--- src/sv/rpa_pkg.sv ---
// Shared types and constants for the reference-counted page allocator.
// Used by the controller, the datapath and the top level; depends on nothing.
`default_nettype none

package rpa_pkg;

   localparam int ADDR_W   = 24;
   localparam int FUNC_W   = 3;
   localparam int COUNT_W  = 8;
   localparam int FREE_W   = 13;
   localparam int STATUS_W = 2;

   localparam int NUM_PAGES_DEF  = 4096;
   localparam int PAGE_SHIFT_DEF = 12;

   localparam logic [FUNC_W-1:0] FUNC_ALLOC     = 3'd0;
   localparam logic [FUNC_W-1:0] FUNC_FREE      = 3'd1;
   localparam logic [FUNC_W-1:0] FUNC_INCREMENT = 3'd2;
   localparam logic [FUNC_W-1:0] FUNC_READ_CNT  = 3'd3;
   localparam logic [FUNC_W-1:0] FUNC_READ_FREE = 3'd4;

   localparam logic [STATUS_W-1:0] ST_OK       = 2'd0;
   localparam logic [STATUS_W-1:0] ST_OOM      = 2'd1;
   localparam logic [STATUS_W-1:0] ST_BADADDR  = 2'd2;
   localparam logic [STATUS_W-1:0] ST_OVERFLOW = 2'd3;

   localparam logic [COUNT_W-1:0] COUNT_MAX = 8'hFF;

   // Commands from the controller to the datapath.
   typedef struct packed {
      logic clear;
      logic accept;
      logic commit;
   } ctrl_cmd_type;

   // Status from the datapath to the controller.
   typedef struct packed {
      logic clear_last;
   } dp_sts_type;

endpackage

`default_nettype wire

--- src/sv/rpa_ctrl.sv ---
// Controller state machine of the page allocator: clearing pass, request
// accept, commit and result valid. Depends on rpa_pkg.
`default_nettype none

module rpa_ctrl (
   input  wire logic               clock,
   input  wire logic               reset,
   input  wire logic               req_valid,
   output      logic               req_stall,
   output      logic               rsp_valid,
   input  wire logic               rsp_stall,
   input  wire rpa_pkg::dp_sts_type sts,
   output      rpa_pkg::ctrl_cmd_type cmd
);

   typedef enum logic [1:0] {
      S_CLEAR,
      S_IDLE,
      S_EXEC
   } state_type;

   state_type state_ff;
   state_type state_in;
   logic      rsp_valid_ff;
   logic      rsp_valid_in;

   always_comb begin
      cmd.clear  = (state_ff == S_CLEAR);
      cmd.accept = (state_ff == S_IDLE) && req_valid;
      // The result register is free when empty or being taken this cycle.
      cmd.commit = (state_ff == S_EXEC) && (!rsp_valid_ff || !rsp_stall);

      state_in = state_ff;
      case (state_ff)
         S_CLEAR: begin
            if (sts.clear_last) begin
               state_in = S_IDLE;
            end
         end
         S_IDLE: begin
            if (cmd.accept) begin
               state_in = S_EXEC;
            end
         end
         S_EXEC: begin
            if (cmd.commit) begin
               state_in = S_IDLE;
            end
         end
         default: begin
            state_in = S_CLEAR;
         end
      endcase

      rsp_valid_in = cmd.commit || (rsp_valid_ff && rsp_stall);
   end

   always_ff @(posedge clock) begin
      if (reset) begin
         state_ff     <= S_CLEAR;
         rsp_valid_ff <= 1'b0;
      end else begin
         state_ff     <= state_in;
         rsp_valid_ff <= rsp_valid_in;
      end
   end

   assign req_stall = (state_ff != S_IDLE);
   assign rsp_valid = rsp_valid_ff;

endmodule

`default_nettype wire

--- config.mk ---
export PLATFORM = sky130hd
export DESIGN_NAME = rpa_ctrl
export DESIGN_NICKNAME = d
export VERILOG_FILES = /design/src/sv/rpa_pkg.sv /design/src/sv/rpa_ctrl.sv
export SDC_FILE = /design/constraint.sdc
export NUM_CORES = 1
export LEC_CHECK = 0
export ABC_CLOCK_PERIOD_IN_PS = 1690
export BUFFER_PORTS_ARGS = -buffer_cell sky130_fd_sc_hd__clkbuf_2
export CORE_AREA = 2 2 39 41
export CTS_CLUSTER_DIAMETER = 50
export DETAILED_ROUTE_END_ITERATION = 12
export DIE_AREA = 0 0 41 43
export PLACE_DENSITY_LB_ADDON = 0.12
export SYNTH_ARGS = -nofsm -noshare
export SYNTH_HDL_FRONTEND = slang
export SYNTH_SLANG_ARGS = --single-unit
--- constraint.sdc ---
create_clock -name clock -period 1.69 [get_ports clock]
set_input_delay 0.169 -clock clock [delete_from_list [all_inputs] [get_ports clock]]
set_output_delay 0.169 -clock clock [all_outputs]
set_load 0.1 [all_outputs]
# Word-level counts from Yosys, hierarchy flattened
# Cells that the tools add are included.
classes:
  eq_ne: 6
  reduce_logical: 9
  muxes: 4
ops:
  columns: ["op", "n"]
  rows:
  - ["2-bit 2-to-1 mux", 3]
  - ["2-bit != test (second input constant)", 3]
  - ["2-bit one-hot mux with 3 select lines", 1]
  - ["1-bit logical AND", 3]
  - ["3-bit AND reduction", 1]
  - ["2-bit by 1-bit == test with 1-bit output (second input constant)", 1]
  - ["2-bit == test (second input constant)", 1]
  - ["1-bit logical NOT", 2]
  - ["2-bit logical NOT", 1]
  - ["1-bit logical OR", 2]
  - ["2-bit by 1-bit != test with 1-bit output (second input constant)", 1]
totals:
  ff_bits: 3
  elab_cells: 21
  out_inout_bits: 5

# Depth between registers and ports, before layout
depth:
  depth_word: 5
  depth_mapped: 3
  depth_no_buf: 3

# Least setup slack after synthesis
# No wires, ideal clock.
synth_path:
  path_kind: "register to register"
  start: "register state_ff[1]"
  end: "register state_ff[1]"
  period_less_slack_ns: 2.863
  arrival_time_ns: 2.799
  slack_ns: -1.173
  setup_time_ns: 0.063
  path_stages_with_launch: 4
  path_buffers: 0
  path_cell_list: "dfxtp_1 > nand2b_1 > nor2_1 > o21ba_1"
synth_rtl:
  columns: ["item", "line", "rtl"]
  rows:
  - ["start, declared", "rpa_ctrl.sv:22", "state_type state_ff;"]
  - ["start signal, assigned", "rpa_ctrl.sv:63", "state_ff <= state_in;"]

==> results.yml <==
outcome:
  status: "completed"
logic_synthesis:
  syn-instance-count: 16
  synth_top_area_cell: "dfxtp_1"
  synth-seq-cells: 3
  yosys-top-cells-count: "dfxtp_1, nor2_1, a21oi_1"
  avgSynthCellArea_um2: 9.07
  synthArstFlopShare: 0
  synth_top_area_share: 0.414
  syn-num-nets: 21
  seq_area_frac_synth: 0.414
  synth_ff_type: "dfxtp_1"
  netlist_area_um2: 145
  synthDistinctLibCells: 11
  yosys_warnings: 0
  synth_edf_count: 0
  synthTopCellsByArea: "dfxtp_1, nand2b_4, nor2_1, a21oi_1, mux2i_1"
finish:
  fin_cells: 45
  antenna-diode-count: 0
  num-fill-cells: 160
  layout.nets: 35
  area_growth_pct: 81.0
  fin_area_um2: 263
  drive_gt1_frac: 0.586
global_routing:
  grt_max_degree: 5
  first_global_vias: 173
  overflow: 0
  antenna_found_initial: 0
  grt_use_total: 0.0541
  grt_pass1_wl_um: 579
drt:
  drc: 0
  drt_iter0_drc: 2
  ant_nets: 0
  wl_per_cell_um: 7.76
  drtPass1Iterations: 2
  dr_total_vias: 156
  via_per_inst: 3.47
  wirelength_um: 349
sta:
  setup_tns_ns: 0
  finalHoldViolations: 0
  final_max_slew_viol_count: 0
  finalSetupViolCount: 0
  rsz0062_at_grt: "false"
  finalWorstSetupSlack_ns: 0.210
  worstMarginPinSlew_ns: 0.539
  fmax_ghz: 0.676
  layout_min_cycle_time_ns: 1.48
  period_share: 0.876
  skew_ns: 0.00311
  relSlewSlack: 0.642
placed_design:
  gp_congestion: 0.718
  dpl_worst_slack_ns: 0.443
  dp_hpwl_um: 287
  numPortBuffers: 9
  dp.cells: 41
  place_area_um2: 236
setup_path:
  crit_path_max_fanout: 4
  required_ns: 1.52
  rrSetupSlack_ns: 0.68
  critPathKind: "flop to primary output"
  startpoint_type: "flop"
  worstPathArrival_ns: 1.31
  endpoint_kind: "primary output"
cts:
  post_cts_resized: 0
  cts_setup_buffers: 0
  path_clk_slew_ns: 0.04
  cts.sinks: 3
  cts.htree.levels: 1
  cts-root-buf: "clkbuf_4"
  cts_hold_buf: 0
  clk_path_buf_depth: 2
  cts_tree: "built"
  numCtsBuffers: 3
  worstSkewPairLatency_ns: 0.23
die:
  rows: 14
  die_height_um: 43
  die_w_um: 41
  start_util: 0.105
  die_area_um2: 1760
  io_pins: 10
  coreArea_um2: 1380
power:
  power_mw: 0.297
  leakage_nw: 0.121
  vdd_drop_max_mv: 0.202
  power_per_cell_area_nw_per_um2: 1130
job:
  drv_cap: 0
min_path:
  hp-class: "input pin to flop"
-- power breakdown --
| group | switching, mW | total, mW | internal, mW |
|---|---|---|---|
| Sequential | 0.00537 | 0.0805 | 0.0751 |
| Combinational | 0.0725 | 0.0924 | 0.0199 |
| Clock | 0.0358 | 0.124 | 0.0884 |
-- state kept, by name, indices dropped and copies added, names as in the netlist --
register / cells
state_ff: 2
rsp_valid: 1
-- area by class of cell --
| cell class | instances | area, um2 | share of cell area |
|---|---|---|---|
| Tap cell | 16 | 20.0 | 0.0762 |
| Inverter | 1 | 3.75 | 0.0143 |
| Clock buffer | 4 | 26.3 | 0.100 |
| Sequential cell | 3 | 60.1 | 0.229 |
| Multi-Input combinational cell | 12 | 105 | 0.400 |
| Timing Repair Buffer | 9 | 47.5 | 0.181 |
-- layout by cell type, fill, tap and decap left out --
master and instances:
clkbuf_2 8, clkbuf_4 3, dfxtp_1 3, nor2_2 1, nand2b_2 1, inv_1 1
nor2_4 1, nand2b_4 1, a21oi_4 1, nand2_1 1, a21oi_1 1, mux2i_1 1
or3b_1 1, o31ai_1 1, nor2_1 1, o21ba_1 1, clkbuf_1 1, buf_4 1
-- kinds of logic (layout without fill, tap and decap cells) --
group	after synthesis	after routing	synth area share
AO/OA/AOI/OAI	4	4	0.190
buffers and inverters	1	14	0.0258
flip-flops	3	3	0.414
multiplexers	1	1	0.0690
AND/OR/NAND/NOR	7	7	0.302
-- metal layers --
layer  wire, um  GRT usage  vias to the layer above
met3         23     0.0314                        0
met2        194     0.0750                        3
met4          0     0.0600                        0
met1        131     0.0478                       73
li1           -          -                       80
met5          0          0                        -
-- path summary, 6_finish.rpt --
| kind | start | to | depth (start not counted) |
|---|---|---|---|
| setup / recovery | state_ff[1]$_SDFFE_PP0P_ | cmd[0] | 3 |
| hold / removal | reset | rsp_valid$_SDFF_PP0_ | 2 |
| setup reg to reg | state_ff[1]$_SDFFE_PP0P_ | state_ff[0]$_SDFFE_PP0P_ | 3 |
| hold reg to reg | rsp_valid$_SDFF_PP0_ | rsp_valid$_SDFF_PP0_ | 2 |
-- critical path, stage by stage, from the launching register on --
cell      delay, ns
dfxtp_1        0.42
nand2b_4       0.10
a21oi_4        0.10
clkbuf_2       0.46
-- metrics by stage --
| stage | util | hold WS [ns] |
|---|---|---|
| 2_1_floorplan | - | 0.238 |
| 3_3_place_gp | 0.171 | 0.379 |
| 3_5_place_dp | 0.171 | 0.377 |
| 4_1_cts | 0.190 | 0.127 |
| 5_1_grt | 0.190 | 0.151 |
| 6_report | 0.190 | 0.139 |
No activity file was read; power rests on OpenSTA's default activity.
